## config.mk

```make
export PLATFORM = sky130hd
export DESIGN_NAME = message_header_varint_parser
export DESIGN_NICKNAME = d
export VERILOG_FILES = /design/src/rtl/core/mhvp_pkg.sv /design/src/rtl/core/mhvp_parse_core.sv /design/src/rtl/core/mhvp_out_reg.sv /design/src/rtl/core/message_header_varint_parser.sv
export VERILOG_INCLUDE_DIRS = /design/src /design/src/rtl/core
export SDC_FILE = /design/constraint.sdc
export NUM_CORES = 1
export LEC_CHECK = 0
export ABC_AREA = 0
export BUFFER_PORTS_ARGS = -buffer_cell sky130_fd_sc_hd__buf_2
export CAP_MARGIN = 25
export CORE_MARGIN = 1
export CORE_UTILIZATION = 50
export CTS_BUF_LIST = sky130_fd_sc_hd__clkbuf_4 sky130_fd_sc_hd__clkbuf_8
export DETAILED_ROUTE_END_ITERATION = 8
export GPL_TIMING_DRIVEN = 0
export PLACE_DENSITY = 0.72
export SLEW_MARGIN = 10
export SYNTH_ARGS = -nofsm -noshare
export SYNTH_HDL_FRONTEND = slang
export SYNTH_SLANG_ARGS = --single-unit
```

## constraint.sdc

```tcl
create_clock -name clk -period 3 [get_ports clk]
set_clock_uncertainty 0.1 [all_clocks]
set_input_delay 0 -clock clk [delete_from_list [all_inputs] [get_ports clk]]
set_output_delay 0 -clock clk [all_outputs]
set_load 0.02 [all_outputs]
```

## src/rtl/core/message_header_varint_parser_assert.svh

```systemverilog
// ----------------------------------------------------------------------------
// Assertion macros for the message header varint parser
// Shared helpers that clock on clk and switch off during reset.
// ----------------------------------------------------------------------------
`ifndef MESSAGE_HEADER_VARINT_PARSER_ASSERT_SVH
`define MESSAGE_HEADER_VARINT_PARSER_ASSERT_SVH

// Same-cycle implication.
`define MHVP_ASSERT_NOW(label, ante, cons, msg) \
  label: assert property (@(posedge clk) disable iff (!rst_n) (ante) |-> (cons)) \
    else $error(msg);

// Next-cycle implication.
`define MHVP_ASSERT_NEXT(label, ante, cons, msg) \
  label: assert property (@(posedge clk) disable iff (!rst_n) (ante) |=> (cons)) \
    else $error(msg);

`endif

```

## src/rtl/core/mhvp_pkg.sv

```systemverilog
// ----------------------------------------------------------------------------
// mhvp_pkg
// Types and codes shared by the message header varint parser modules.
// ----------------------------------------------------------------------------
`timescale 1ns / 1ps

package mhvp_pkg;

  localparam int MAX_VARINT_BYTES_DEF = 4;
  localparam int CNT_W = 3;
  localparam int VAL_W = 28;

  localparam logic [7:0] FRAG_MASK_RST = 8'h80;
  localparam logic [7:0] CONT_BIT = 8'h80;

  localparam logic [2:0] PH_TYPE  = 3'd0;
  localparam logic [2:0] PH_FLAGS = 3'd1;
  localparam logic [2:0] PH_SEQ   = 3'd2;
  localparam logic [2:0] PH_LEN   = 3'd3;
  localparam logic [2:0] PH_OFS   = 3'd4;
  localparam logic [2:0] PH_DONE  = 3'd5;
  localparam logic [2:0] PH_BAD   = 3'd6;

  localparam logic [1:0] ST_OK    = 2'd0;
  localparam logic [1:0] ST_TRUNC = 2'd1;
  localparam logic [1:0] ST_MALF  = 2'd2;

  typedef struct packed {
    logic [7:0] data_byte;
    logic       last_byte;
  } in_item_t;

  typedef struct packed {
    logic [1:0]       status;
    logic [7:0]       msg_type;
    logic [7:0]       flag_bits;
    logic [7:0]       sequence_number;
    logic [VAL_W-1:0] body_length;
    logic [CNT_W-1:0] length_width;
    logic [VAL_W-1:0] fragment_offset;
    logic [CNT_W-1:0] offset_width;
    logic [3:0]       header_bytes;
  } out_item_t;

endpackage

```

## src/rtl/core/mhvp_parse_core.sv

```systemverilog
// ----------------------------------------------------------------------------
// mhvp_parse_core
// Per-byte header parser state and the result formed on the last byte.
// ----------------------------------------------------------------------------
`timescale 1ns / 1ps

module mhvp_parse_core
  import mhvp_pkg::*;
#(
  parameter int MAX_VARINT_BYTES = MAX_VARINT_BYTES_DEF
) (
  input  logic      clk,
  input  logic      rst_n,
  input  logic      accept,
  input  in_item_t  item,
  input  logic [7:0] frag_mask,
  output logic      res_valid,
  output out_item_t res_item
);

  logic [2:0]       phase_r, phase_nxt;
  logic [7:0]       type_r, type_nxt;
  logic [7:0]       flags_r, flags_nxt;
  logic [7:0]       seq_r, seq_nxt;
  logic [VAL_W-1:0] acc_r, acc_nxt;
  logic [CNT_W-1:0] cnt_r, cnt_nxt;
  logic [VAL_W-1:0] len_r, len_nxt;
  logic [CNT_W-1:0] lcnt_r, lcnt_nxt;

  logic [5:0]       shift_amt;
  logic [VAL_W-1:0] acc_add;
  logic [CNT_W-1:0] cnt_inc;
  logic [7:0]       b;
  logic             is_ok;

  assign b         = item.data_byte;
  assign shift_amt = 6'(cnt_r) * 6'd7;
  assign acc_add   = acc_r | (VAL_W'(b[6:0]) << shift_amt);
  assign cnt_inc   = cnt_r + CNT_W'(1);

  always_comb begin
    phase_nxt = phase_r;
    type_nxt  = type_r;
    flags_nxt = flags_r;
    seq_nxt   = seq_r;
    acc_nxt   = acc_r;
    cnt_nxt   = cnt_r;
    len_nxt   = len_r;
    lcnt_nxt  = lcnt_r;
    if (accept) begin
      case (phase_r)
        PH_TYPE: begin
          type_nxt  = b;
          phase_nxt = PH_FLAGS;
        end
        PH_FLAGS: begin
          flags_nxt = b;
          phase_nxt = PH_SEQ;
        end
        PH_SEQ: begin
          seq_nxt   = b;
          acc_nxt   = '0;
          cnt_nxt   = '0;
          phase_nxt = PH_LEN;
        end
        PH_LEN, PH_OFS: begin
          acc_nxt = acc_add;
          cnt_nxt = cnt_inc;
          if ((b & CONT_BIT) == 8'h00) begin
            if (phase_r == PH_LEN) begin
              len_nxt   = acc_add;
              lcnt_nxt  = cnt_inc;
              acc_nxt   = '0;
              cnt_nxt   = '0;
              phase_nxt = ((flags_r & frag_mask) != 8'h00) ? PH_OFS : PH_DONE;
            end else begin
              phase_nxt = PH_DONE;
            end
          end else if ((cnt_inc >= CNT_W'(MAX_VARINT_BYTES)) && !item.last_byte) begin
            phase_nxt = PH_BAD;
          end
        end
        default: begin
        end
      endcase
    end
  end

  // The result reflects the state after this byte is folded in.
  assign res_valid = accept && item.last_byte;
  assign is_ok     = (phase_nxt == PH_DONE);

  always_comb begin
    if (is_ok) begin
      res_item.status = ST_OK;
    end else if (phase_nxt == PH_BAD) begin
      res_item.status = ST_MALF;
    end else begin
      res_item.status = ST_TRUNC;
    end
    res_item.msg_type        = type_nxt;
    res_item.flag_bits       = flags_nxt;
    res_item.sequence_number = seq_nxt;
    res_item.body_length     = len_nxt;
    res_item.length_width    = lcnt_nxt;
    res_item.fragment_offset = is_ok ? acc_nxt : '0;
    res_item.offset_width    = is_ok ? cnt_nxt : '0;
    res_item.header_bytes    = is_ok ? (4'd3 + 4'(lcnt_nxt) + 4'(cnt_nxt)) : 4'd0;
  end

  always_ff @(posedge clk) begin
    if (!rst_n || res_valid) begin
      phase_r <= PH_TYPE;
      type_r  <= '0;
      flags_r <= '0;
      seq_r   <= '0;
      acc_r   <= '0;
      cnt_r   <= '0;
      len_r   <= '0;
      lcnt_r  <= '0;
    end else begin
      phase_r <= phase_nxt;
      type_r  <= type_nxt;
      flags_r <= flags_nxt;
      seq_r   <= seq_nxt;
      acc_r   <= acc_nxt;
      cnt_r   <= cnt_nxt;
      len_r   <= len_nxt;
      lcnt_r  <= lcnt_nxt;
    end
  end

endmodule

```

## src/rtl/core/mhvp_out_reg.sv

```systemverilog
// ----------------------------------------------------------------------------
// mhvp_out_reg
// Result register holding one item until the downstream side takes it.
// ----------------------------------------------------------------------------
`timescale 1ns / 1ps

module mhvp_out_reg
  import mhvp_pkg::*;
(
  input  logic      clk,
  input  logic      rst_n,
  input  logic      load,
  input  out_item_t load_item,
  input  logic      out_stall,
  output logic      out_valid,
  output out_item_t out_item
);

  logic      valid_r, valid_nxt;
  out_item_t item_r;

  always_comb begin
    valid_nxt = valid_r;
    if (load) begin
      valid_nxt = 1'b1;
    end else if (valid_r && !out_stall) begin
      valid_nxt = 1'b0;
    end
  end

  always_ff @(posedge clk) begin
    if (!rst_n) begin
      valid_r <= 1'b0;
    end else begin
      valid_r <= valid_nxt;
    end
  end

  always_ff @(posedge clk) begin
    if (load) begin
      item_r <= load_item;
    end
  end

  assign out_valid = valid_r;
  assign out_item  = item_r;

endmodule

```

## src/rtl/core/message_header_varint_parser.sv

```systemverilog
// ----------------------------------------------------------------------------
// message_header_varint_parser
// Byte-stream message header parser with base-128 length and offset fields.
// ----------------------------------------------------------------------------
// The block takes one byte item per clock cycle unless it stalls the input
// and returns one result item for each buffer in the cycle after the byte
// marked as the buffer's last is taken. Bytes 0 to 2 are type, flags and
// sequence; a little-endian varint length follows, and an offset varint
// follows it when the flags byte hits the fragment mask. For each byte the
// parser state is updated by a single shift-or and phase step, and the
// result lands in an output register. The input is stalled only while that
// register holds a result the downstream side has not yet taken, so the
// sustained rate is one byte per cycle when the output keeps up. The
// fragment mask is written through the cfg port, which is always ready, and
// is sampled when the length varint completes.
// ----------------------------------------------------------------------------
`timescale 1ns / 1ps

`include "message_header_varint_parser_assert.svh"

module message_header_varint_parser
  import mhvp_pkg::*;
#(
  parameter int MAX_VARINT_BYTES = MAX_VARINT_BYTES_DEF
) (
  input  logic       clk,
  input  logic       rst_n,
  input  logic       in_valid,
  output logic       in_stall,
  input  in_item_t   in_item,
  output logic       out_valid,
  input  logic       out_stall,
  output out_item_t  out_item,
  input  logic       cfg_valid,
  output logic       cfg_ready,
  input  logic [7:0] cfg_data
);

  logic [7:0] frag_mask_r;
  logic       in_accept;
  logic       res_valid;
  out_item_t  res_item;

  // Short names for the terms that the checks at the end use.
  logic       in_last_accept;
  logic       out_ok;
  logic       out_zero_tail;
  logic [3:0] hdr_sum;

  // Configuration writes land at once, so the port never pushes back.
  assign cfg_ready = 1'b1;

  always_ff @(posedge clk) begin
    if (!rst_n) begin
      frag_mask_r <= FRAG_MASK_RST;
    end else if (cfg_valid && cfg_ready) begin
      frag_mask_r <= cfg_data;
    end
  end

  // Any byte might end a buffer, so hold input only when the result
  // register is full and blocked.
  assign in_stall  = out_valid && out_stall;
  assign in_accept = in_valid && !in_stall;

  mhvp_parse_core #(
    .MAX_VARINT_BYTES(MAX_VARINT_BYTES)
  ) u_core (
    .clk      (clk),
    .rst_n    (rst_n),
    .accept   (in_accept),
    .item     (in_item),
    .frag_mask(frag_mask_r),
    .res_valid(res_valid),
    .res_item (res_item)
  );

  mhvp_out_reg u_out (
    .clk      (clk),
    .rst_n    (rst_n),
    .load     (res_valid),
    .load_item(res_item),
    .out_stall(out_stall),
    .out_valid(out_valid),
    .out_item (out_item)
  );

  assign in_last_accept = in_accept && in_item.last_byte;
  assign out_ok         = out_valid && (out_item.status == ST_OK);
  assign out_zero_tail  = (out_item.header_bytes == 4'd0) && (out_item.offset_width == '0);
  assign hdr_sum        = 4'd3 + 4'(out_item.length_width) + 4'(out_item.offset_width);

  `MHVP_ASSERT_NOW(a_no_overwrite, out_valid && out_stall, !in_accept, "result overwritten")
  `MHVP_ASSERT_NEXT(a_last_gives_result, in_last_accept, out_valid, "last byte gave no result")
  `MHVP_ASSERT_NOW(a_ok_hdr_len, out_ok, out_item.header_bytes == hdr_sum, "bad header length")
  `MHVP_ASSERT_NOW(a_bad_zero, out_valid && !out_ok, out_zero_tail, "failed parse has header")

endmodule

```

==> results.json, run 1 <==
{
  "track_usage_pct": 22.0,
  "fp.dieArea_mm2": 0.0152,
  "viasPerCell": 5.21,
  "r2r_cells": 11,
  "holdPathEnd": "u_core.len_r[8]$_SDFF_PP0_",
  "num_io_pins": 117,
  "first_iter_violations": 356,
  "intPower_w": 0.00387,
  "syn2layout_area_growth_pct": 23.4,
  "reg2reg_from": "u_out.out_valid$_SDFFE_PN0P_",
  "dr.pass1.iters": 8,
  "yosysWarnings": 0,
  "required_ns": 3.12,
  "cts_max_path_buffers": 2,
  "crit_type": "flip-flop to flip-flop",
  "wl_per_cell_um": 16.5,
  "p_seq_share_pct": 55.7,
  "fmax_mhz": 352,
  "dieWidth_um": 123,
  "p_leak_nw": 3.52,
  "synth_ff_type": "dfxtp_1",
  "finalNetCount": 800,
  "maxSlewViolCount": 0,
  "comb_power_share_pct": 7.9,
  "end_kind": "flip-flop",
  "core_mm2": 0.0141,
  "ant_nets": 0,
  "path_max_fanout": 8,
  "synthTopCellsByArea": "edfxtp_1 38%, dfxtp_1 27%, nor2_1 5.2%",
  "rr_endpoint": "u_out.out_item[3]$_SDFFCE_PP0P_",
  "placement_rows": 43,
  "grt_pass1_wl_mm": 24.6,
  "power_switching_w": 0.00116,
  "p_per_area_mw_per_mm2": 557,
  "p_sw_share_pct": 23.1,
  "fin_crit_ns": 2.84,
  "clock_sinks": 190,
  "worst_ep_arrival_time_ns": 2.95,
  "synth_edf_count": 92,
  "overflow": 0,
  "synth_area_mm2": 0.00733,
  "yosys.area.top_type_share_pct": 37.7,
  "synth_top_cell_by_area": "edfxtp_1",
  "grt_max_degree": 44,
  "power_w": 0.00504,
  "ctsRootBufferMaster": "clkbuf_8",
  "antenna_found_initial": 0,
  "worst_pin_slew_ns": 0.931,
  "peakVddDrop_v": 0.000433,
  "worstHoldStart": "rst_n",
  "syn_nets": 625,
  "reg2reg_setup_slack_ns": 0.16,
  "timing.final.crit_share_pct": 94.6,
  "drt-total-wl_mm": 15.9,
  "vias": 5024,
  "netlist_instances": 597,
  "hold_ws_ns": 0.0791,
  "slew_headroom_pct": 37.8,
  "clock_latency_ns": 0.46,
  "synth-seq-cells": 190,
  "place_congestion": 0.890,
  "numCtsBuffers": 17,
  "port_buffers": 113,
  "antenna_cells": 0,
  "clkPwrFrac_pct": 36.3,
  "cts_tree": "built",
  "hold_viol": 0,
  "hpwlAfterDp_mm": 10.5,
  "final_layout_size_suffix_gt1_share_pct": 31.4,
  "cts.clk_slew.worst_paths_ns": 0.09,
  "cap_violations": 0,
  "synthArstFlopShare_pct": 0,
  "hold_depth": 3,
  "register_area_mm2": 0.00473,
  "multi_input_area_mm2": 0.00240,
  "drcViolationCount": 0,
  "die_h_um": 123,
  "yosys.cell_types.count": 51,
  "fill_cells": 1099,
  "min_path_type": "primary input to flip-flop",
  "status": "completed",
  "cts.htree.levels": 4,
  "grt_pass1_vias": 4928,
  "cp-start-kind": "flip-flop",
  "avgSynthCellArea_um2": 12.3,
  "start_util_pct": 52.0,
  "finalSetupViolCount": 0,
  "yosysSeqAreaShare_pct": 64.4
}
## flip-flops by register name, indices dropped and copies added, names as in the netlist
signal and cells:
frag_mask_r 8, u_core.acc_r 28, u_core.cnt_r 3, u_core.flags_r 8, u_core.lcnt_r 3, u_core.len_r 28, u_core.phase_r 3, u_core.seq_r 8
u_core.type_r 8, u_out.out_item 92, u_out.out_valid 1
## per-layer routing
metal / track usage [%] / wire (um) / share of wire, % / up-vias
met4: 9.41 / 374 / 2.3 / 0
met1: 27.5 / 6900 / 43 / 2378
met3: 6.04 / 1070 / 6.7 / 41
met5: 0 / 0 / 0 / -
met2: 36.1 / 7580 / 48 / 188
li1: - / - / - / 2417
## cell usage in the layout (no fill, tap or decap), types with 8 or more instances in the layout
cell type | Yosys | layout
a21oi_1 | 57 | 56
a21oi_2 | 28 | 29
and2b_1 | 18 | 18
buf_2 | 5 | 118
buf_4 | 5 | 10
buf_6 | 8 | 8
clkbuf_1 | 17 | 17
clkbuf_8 | 0 | 17
dfxtp_1 | 98 | 96
dlygate4sd3_1 | 0 | 36
edfxtp_1 | 92 | 92
inv_1 | 10 | 9
mux2_2 | 24 | 24
mux2i_1 | 10 | 9
nand2_1 | 8 | 8
nor2_1 | 102 | 101
nor2b_1 | 50 | 50
## worst max path at each step
stage | start | endpoint | slack [ns] | cells past startpoint
after floorplan | u_out.out_valid$_SDFFE_PN0P_ | u_out.out_item[3]$_SDFFCE_PP0P_ | 0.05 | 11
after global placement | u_out.out_valid$_SDFFE_PN0P_ | u_out.out_item[53]$_DFFE_PP_ | -0.15 | 3
after detailed placement | u_core.phase_r[1]$_SDFF_PP0_ | u_out.out_item[3]$_SDFFCE_PP0P_ | -0.23 | 11
after CTS | u_core.phase_r[0]$_SDFF_PP0_ | u_out.out_item[3]$_SDFFCE_PP0P_ | 0.008 | 11
after global routing | u_out.out_valid$_SDFFE_PN0P_ | u_out.out_item[3]$_SDFFCE_PP0P_ | -0.006 | 11
final | u_out.out_valid$_SDFFE_PN0P_ | u_out.out_item[3]$_SDFFCE_PP0P_ | 0.16 | 11
## critical path, cell delays in order (launching register included)
cell	delay, ns
dfxtp_1	0.34
a21bo_1	0.18
buf_6	0.15
nor4_4	0.34
buf_6	0.17
mux2i_4	0.24
ha_1	0.16
inv_1	0.04
ha_1	0.20
fa_1	0.44
xnor2_1	0.16
nor2_1	0.06
## cells in the mapped netlist, types with 5 or more instances
library cell / number
edfxtp_1: 92
a22oi_1: 5
clkbuf_1: 17
a21oi_1: 57
buf_2: 5
a21oi_2: 28
ha_1: 5
nand2_1: 8
buf_6: 8
mux2_2: 24
dfxtp_1: 98
mux2i_1: 10
nor2_1: 102
and2b_1: 18
nor2b_1: 50
inv_1: 10
buf_4: 5
o21ai_0: 6
## cell families (layout without fill, tap and decap cells)
| group | Yosys count | after routing | synth area share (%) |
|---|---|---|---|
| muxes | 34 | 34 | 5.05 |
| buffers and inverters | 45 | 232 | 3.46 |
| DFF | 190 | 190 | 64.4 |
| AOI/OAI and AO/OA | 115 | 115 | 10.4 |
| other | 1 | 1 | 0.0511 |
| adders and majority gates | 6 | 6 | 1.13 |
| and+or+nand+nor | 204 | 204 | 15.2 |
| xor gates and xnor gates | 2 | 2 | 0.341 |
## what timing repair did
item | 4_1_cts | 5_1_grt
buffers inserted | 4 | 1
hold buffers | 36 | 0
resized for setup | 3 | 9
setup endpoints to repair | 2 | 2
gates cloned | 0 | 0
pin swaps | 1 | 1
hold endpoints to repair | 29 | 0
## power by group through the flow
stage                     clock, W  combinational (W)  sequential [W]
after floorplan                  0           0.000169         0.00293
after global placement           0           0.000340         0.00287
after detailed placement         0           0.000354         0.00287
after CTS                  0.00185           0.000396         0.00281
after global routing       0.00195           0.000428         0.00281
final                      0.00183           0.000398         0.00281
## layout make-up
cell class	instances	area share (%)
inverter	10	0.456
multi-input combinational	362	26.5
tap	180	2.49
clock buffer	19	2.75
clock inverter	12	2.05
buffer	35	2.39
timing repair buffer	156	11.1
sequential	190	52.3
## per-stage QoR
step	TNS [ns]	cell area (um2)	worst slack [ns]	std cells	util, %
after global routing	-0.00601	9050	-0.00601	964	64.2
after floorplan	0	7340	0.0479	597	-
after CTS	0	9000	0.00817	963	63.9
after detailed placement	-0.424	8170	-0.234	892	58.0
after global placement	-13.11	8130	-0.145	890	57.7
final	0	9050	0.161	964	64.2
Power figures use the tool's default switching activity.
==> run 2, diff against run 1 <==
ABC_AREA = 1   (was 0)
PLACE_DENSITY = 0.71   (was 0.72)
==> run 2 against run 1 <==
Effect of this change:
- die area up 4.2%
- critical path depth up 2
- wire length up 10%
- sequential share of layout area down 1.6 points
- non-clock buffer count down 3
- the run now ends with DRC left
- sequential power about the same
==> results.json, run 2 <==
{
  "cp-start-kind": "flip-flop",
  "synth_edf_count": 92,
  "grt_pass1_vias": 5575,
  "hpwlAfterDp_mm": 11.8,
  "min_path_type": "primary input to flip-flop",
  "cap_violations": 0,
  "yosys.cell_types.count": 31,
  "wl_per_cell_um": 14.5,
  "maxSlewViolCount": 0,
  "final_layout_size_suffix_gt1_share_pct": 21.8,
  "synth_top_cell_by_area": "edfxtp_1",
  "die_h_um": 126,
  "numCtsBuffers": 17,
  "setup_tns_ns": 0,
  "core_mm2": 0.0148,
  "crit_slowest_cell": "fa_1",
  "path_cells": "nand2_1 > clkinv_1 > nand3_2 > nor2_4 > buf_6 > o21a_1 > inv_2 > ha_1 > inv_1 > ha_1 > fa_1 > inv_1 > nor3_2",
  "placement_rows": 44,
  "finalSetupViolCount": 0,
  "synth-seq-cells": 190,
  "cp_num_buf_inv": 5,
  "dieWidth_um": 126,
  "track_usage_pct": 23.3,
  "dr.pass1.iters": 7,
  "syn2layout_area_growth_pct": 22.0,
  "hold_viol": 0,
  "cts.htree.levels": 4,
  "cts_tree": "built",
  "cts_max_path_buffers": 2,
  "fp.dieArea_mm2": 0.0158,
  "critical_path_depth": 13,
  "fill_cells": 1255,
  "netlist_instances": 833,
  "start_util_pct": 51.8,
  "ys_top_cells_by_count": "142 x inv_1, 137 x nor2_1, 132 x nand2_1, 98 x dfxtp_1, 92 x edfxtp_1",
  "synth_ff_type": "dfxtp_1",
  "vias": 5998,
  "grt_pass1_wl_mm": 28.2,
  "first_iter_violations": 458,
  "path_max_fanout": 10,
  "port_buffers": 114,
  "clock_latency_ns": 0.48,
  "end_kind": "flip-flop",
  "critPathTopFamily": "adder cells",
  "ctsRootBufferMaster": "clkbuf_8",
  "required_ns": 3.21,
  "p_leak_nw": 4.09,
  "worst_ep_arrival_time_ns": 3.04,
  "timing.final.crit_share_pct": 94.5,
  "fmax_mhz": 353,
  "ant_nets": 0,
  "final_common_cell": "inv_1",
  "overflow": 0,
  "clock_sinks": 190,
  "largest_register_ff_count": 92,
  "failed_checks": "DRC",
  "slew_headroom_pct": 52.5,
  "fin_crit_ns": 2.84,
  "hold_depth": 4,
  "place_congestion": 0.916,
  "drcViolationCount": 4,
  "worst_pin_slew_ns": 0.709,
  "dp_slack_ns": -0.0128,
  "yosys.area.top_type_share_pct": 36.1,
  "grt_max_degree": 35,
  "crit_path_max_incr_delay_ns": 0.54,
  "synth_most_common_cell": "inv_1",
  "synth_area_mm2": 0.00765,
  "viasPerCell": 4.98,
  "postLayoutSetupSlackWorst_ns": 0.164,
  "yosysSeqAreaShare_pct": 61.8,
  "status": "complete, but fails checks",
  "synthArstFlopShare_pct": 0,
  "syn_nets": 861,
  "finalInstanceArea_mm2": 0.00934,
  "avgSynthCellArea_um2": 9.18,
  "peakVddDrop_v": 0.000450,
  "synthTopCellsByArea": "edfxtp_1 36%, dfxtp_1 26%, inv_1 7.0%",
  "antenna_cells": 0,
  "p_per_area_mw_per_mm2": 526,
  "yosysWarnings": 0,
  "finalNetCount": 1036,
  "antenna_found_initial": 0,
  "drt-total-wl_mm": 17.5,
  "cts.clk_slew.worst_paths_ns": 0.10,
  "r2r_cells": 13,
  "place_area_mm2": 0.00852,
  "hold_ws_ns": 0.323,
  "num_io_pins": 117,
  "mostFrequentLayoutCells": "141 x inv_1, 136 x nor2_1, 131 x nand2_1, 126 x buf_2, 95 x dfxtp_1",
  "crit_type": "flip-flop to flip-flop"
}
-- run 2: changes by cell type after synthesis, moves of 10 or more --
cell     change
and2b_1     -18
a21oi_1     -32
o21ai_0     +55
nor3_2      +17
inv_1      +132
nor2_1      +35
o21ai_1     +22
inv_2       +12
nand2_1    +124
a21oi_2     -28
mux2_2      -24
nor3_1      +18
nor2b_1     -50
mux2i_1     -10
-- run 2: cells by family (layout without fill, tap and decap cells) --
logic type | Yosys count | count (layout) | share of synthesized area, %
simple gates | 328 | 328 | 18.7
flops | 190 | 190 | 61.8
buf+inv | 187 | 375 | 10.0
compound gates | 119 | 119 | 8.15
fa+ha+maj | 6 | 6 | 1.08
xor+xnor | 2 | 2 | 0.229
other cells | 1 | 1 | 0.0490
-- run 2: power by group --
| part | internal (W) | leakage, nW | switching (W) |
|---|---|---|---|
| logic | 0.000136 | 2.21 | 0.000283 |
| clock network | 0.000750 | 0.189 | 0.000928 |
| registers | 0.00279 | 1.68 | 0.0000252 |
-- run 2: final timing paths --
| kind | endpoint | slack [ns] | startpoint |
|---|---|---|---|
| max reg2reg | u_out.out_item[2]$_SDFFCE_PP0P_ | 0.16 | u_core.phase_r[0]$_SDFF_PP0_ |
| min reg2reg | u_core.len_r[20]$_SDFF_PP0_ | 0.43 | u_core.len_r[20]$_SDFF_PP0_ |
| min | frag_mask_r[5]$_SDFFE_PN0P_ | 0.32 | cfg_valid |
| max | u_out.out_item[2]$_SDFFCE_PP0P_ | 0.16 | u_core.phase_r[0]$_SDFF_PP0_ |
-- run 2: what timing repair did --
action | in CTS | in global routing
pin swaps | 0 | 2
endpoints found under the hold margin | 60 | 0
endpoints found under the setup margin | 2 | 2
resized for setup | 4 | 10
buffers inserted | 0 | 2
hold buffers | 37 | 0
-- run 2: cell type report --
type	count	area [um2]	area share (%)
buffer	32	188	2.01
clock buffer	17	234	2.51
clock inverter	15	159	1.70
inverter	155	582	6.23
multi-input combinational	456	2190	23.5
sequential	190	4730	50.7
tap	184	230	2.47
timing repair buffer	156	1020	10.9
-- run 2: tightest hold or removal path: stages --
cell           delay [ns]
buf_2                0.16
o21ai_0              0.10
nor2_1               0.07
dlygate4sd3_1        0.54
-- run 2: metrics by stage --
step | util, % | std cells | total power (W)
after detailed placement | 57.7 | 1134 | 0.00324
after global placement | 57.3 | 1131 | 0.00324
after floorplan | - | 833 | 0.00311
after global routing | 63.3 | 1205 | 0.00509
after CTS | 63.0 | 1203 | 0.00493
final | 63.3 | 1205 | 0.00491
-- run 2: routing by layer --
metal | wire length, um | vias to the layer above | GRT usage, %
met5 | 0 | - | 0
met4 | 265 | 0 | 7.10
met3 | 1120 | 21 | 5.40
met2 | 8160 | 200 | 37.2
met1 | 7980 | 2808 | 31.7
li1 | - | 2969 | -
==> run 3, diff against run 2 <==
CORE_UTILIZATION = 53   (was 50)
PLACE_DENSITY = 0.75   (was 0.71)
SKIP_LAST_GASP = 1   (was default)
==> run 3 against run 2 <==
Effect of this change:
- the run now ends clean
- power increased by 2.0%
- utilization increased by 3.7 points
- sequential share of layout area decreased by 0.26 points
- worst hold slack got worse by 0.011 ns
- combinational power increased by 1%
- final cell count decreased by 0.25%
- first-iteration DRC count decreased by 4.6%
- register-to-register slack got worse by 0.03 ns
- wire length increased by 1.5%
- sequential cell count unchanged
- critical path depth unchanged
- fmax decreased by 1.1%
- critical endpoint is now u_out.out_item[3]$_SDFFCE_PP0P_
==> results.json, run 3 (synthesized netlist as in run 2, its figures left out) <==
{
  "status": "completed",
  "worst_pin_slew_ns": 0.710,
  "crit_type": "flip-flop to flip-flop",
  "reg2reg_from": "u_core.phase_r[0]$_SDFF_PP0_",
  "timing.final.crit_share_pct": 95.6,
  "drcViolationCount": 0,
  "drt-total-wl_mm": 17.8,
  "final_layout_size_suffix_gt1_share_pct": 21.9,
  "antenna_cells": 0,
  "fill_cells": 1099,
  "finalInstanceArea_mm2": 0.00937,
  "crit_slowest_cell": "fa_1",
  "gr-usage-met3_pct": 5.76,
  "end_kind": "flip-flop",
  "dieWidth_um": 122,
  "grt_pass1_vias": 5730,
  "final_common_cell": "inv_1",
  "power_w": 0.00501,
  "postLayoutSetupSlackWorst_ns": 0.133,
  "rsz0062_at_grt": "no",
  "cap_violations": 0,
  "intPower_w": 0.00381,
  "grt_busiest_layer": "met2",
  "crit_top_cell": "ha_1",
  "core_mm2": 0.0140,
  "first_iter_violations": 437,
  "comb_power_share_pct": 8.5,
  "register_area_mm2": 0.00473,
  "ctsRootBufferMaster": "clkbuf_8",
  "track_usage_pct": 25.6,
  "fmax_mhz": 349,
  "hpwlAfterDp_mm": 11.8,
  "critPathTopFamily": "adder cells",
  "num_io_pins": 117,
  "place_congestion": 0.910,
  "fp.dieArea_mm2": 0.0149,
  "reg2reg_setup_slack_ns": 0.13,
  "p_leak_nw": 4.12,
  "place_area_mm2": 0.00852,
  "worstHoldStart": "cfg_valid",
  "finalSetupViolCount": 0,
  "slew_headroom_pct": 52.5,
  "maxSlewViolCount": 0,
  "worst_ep_arrival_time_ns": 3.06,
  "holdPathEnd": "frag_mask_r[0]$_SDFFE_PN0P_",
  "antenna_found_initial": 0,
  "placement_rows": 43,
  "viasPerCell": 5.01,
  "path_max_fanout": 10,
  "setup_tns_ns": 0,
  "dp.cells": 1130,
  "dr.pass1.iters": 5,
  "vias": 6028,
  "mostFrequentLayoutCells": "141 x inv_1, 136 x nor2_1, 132 x nand2_1, 126 x buf_2, 95 x dfxtp_1",
  "p_per_area_mw_per_mm2": 535,
  "hold_viol": 0,
  "cts_max_path_buffers": 2,
  "numCtsBuffers": 17,
  "wl_per_cell_um": 14.8,
  "grt_util_met1_pct": 33.5,
  "cts.htree.levels": 4,
  "dp_slack_ns": -0.0775,
  "use_met2_pct": 40.8,
  "cp_num_buf_inv": 4,
  "die_h_um": 122,
  "syn2layout_area_growth_pct": 22.5,
  "stdcell_count": 1202,
  "cts_tree": "built",
  "required_ns": 3.19,
  "clkPwrFrac_pct": 35.3,
  "ant_nets": 0,
  "cp-start-kind": "flip-flop",
  "min_path_type": "primary input to flip-flop",
  "overflow": 0,
  "r2r_cells": 13,
  "peakVddDrop_v": 0.000324,
  "p_sw_share_pct": 23.9,
  "hold_depth": 4,
  "port_buffers": 114,
  "grt_max_degree": 35,
  "path_cells": "nand2_1 > clkinv_1 > nand3_2 > nor2_4 > buf_6 > o21a_1 > inv_2 > ha_1 > inv_1 > ha_1 > fa_1 > xnor2_1 > nor3_1",
  "multi_input_area_mm2": 0.00219,
  "grt_pass1_wl_mm": 28.3,
  "clock_latency_ns": 0.47,
  "power_switching_w": 0.00120,
  "crit_path_max_incr_delay_ns": 0.44,
  "p_seq_share_pct": 56.2,
  "start_util_pct": 54.7,
  "clock_sinks": 190,
  "finalNetCount": 1038,
  "fin_crit_ns": 2.87,
  "cts.clk_slew.worst_paths_ns": 0.09,
  "largest_register_ff_count": 92,
  "rr_endpoint": "u_out.out_item[3]$_SDFFCE_PP0P_"
}
run 3: final cells by class:
type                            instances  share of cell area, %
Buffer                                 32                   2.00
Clock buffer                           21                   2.95
Clock inverter                         10                   1.49
Inverter                              155                   6.21
Multi-Input combinational cell        456                   23.3
Sequential cell                       190                   50.4
Tap cell                              180                   2.40
Timing Repair Buffer                  158                   11.2
run 3: power by group through the flow:
stage / registers, W / logic, W / clock network, W
global route: 0.00283 / 0.000465 / 0.00189
detailed placement: 0.00288 / 0.000371 / 0
finish: 0.00282 / 0.000425 / 0.00177
global placement: 0.00288 / 0.000353 / 0
floorplan: 0.00294 / 0.000169 / 0
CTS: 0.00282 / 0.000411 / 0.00178
run 3: worst max path at each step:
stage                                      start                              end  slack, ns  cells past startpoint
floorplan           u_out.out_valid$_SDFFE_PN0P_  u_out.out_item[3]$_SDFFCE_PP0P_       0.21                     13
global placement    u_core.phase_r[0]$_SDFF_PP0_  u_out.out_item[3]$_SDFFCE_PP0P_      -0.04                     12
detailed placement  u_core.phase_r[0]$_SDFF_PP0_  u_out.out_item[3]$_SDFFCE_PP0P_      -0.08                     12
CTS                 u_core.phase_r[2]$_SDFF_PP0_  u_out.out_item[3]$_SDFFCE_PP0P_       0.03                     12
global route        u_core.phase_r[0]$_SDFF_PP0_  u_out.out_item[3]$_SDFFCE_PP0P_       0.01                     13
finish              u_core.phase_r[0]$_SDFF_PP0_  u_out.out_item[3]$_SDFFCE_PP0P_       0.13                     13
run 3: tightest hold or removal path, stage by stage:
cell           delay (ns)
buf_2                0.15
o21ai_0              0.10
nor2_1               0.08
dlygate4sd3_1        0.54
run 3: timing repair:
item / in CTS / in global routing
pin swaps: 0 / 2
hold buffers: 36 / 0
hold endpoints to repair: 70 / 0
setup buffers: 0 / 5
gates resized for setup: 4 / 6
endpoints found under the setup margin: 2 / 2
run 3: per-layer routing:
layer	vias to the layer above	share of wire, %
met3	49	6.2
met1	2799	44
met2	218	47
met4	0	2.7
li1	2962	-
met5	-	0
run 3: through the flow:
stage / util, % / hold slack, ns
4_1_cts: 66.5 / 0.285
6_report: 67.0 / 0.312
3_5_place_dp: 60.9 / 0.127
2_1_floorplan: - / 0.0221
5_1_grt: 67.0 / 0.356
3_3_place_gp: 60.4 / 0.120
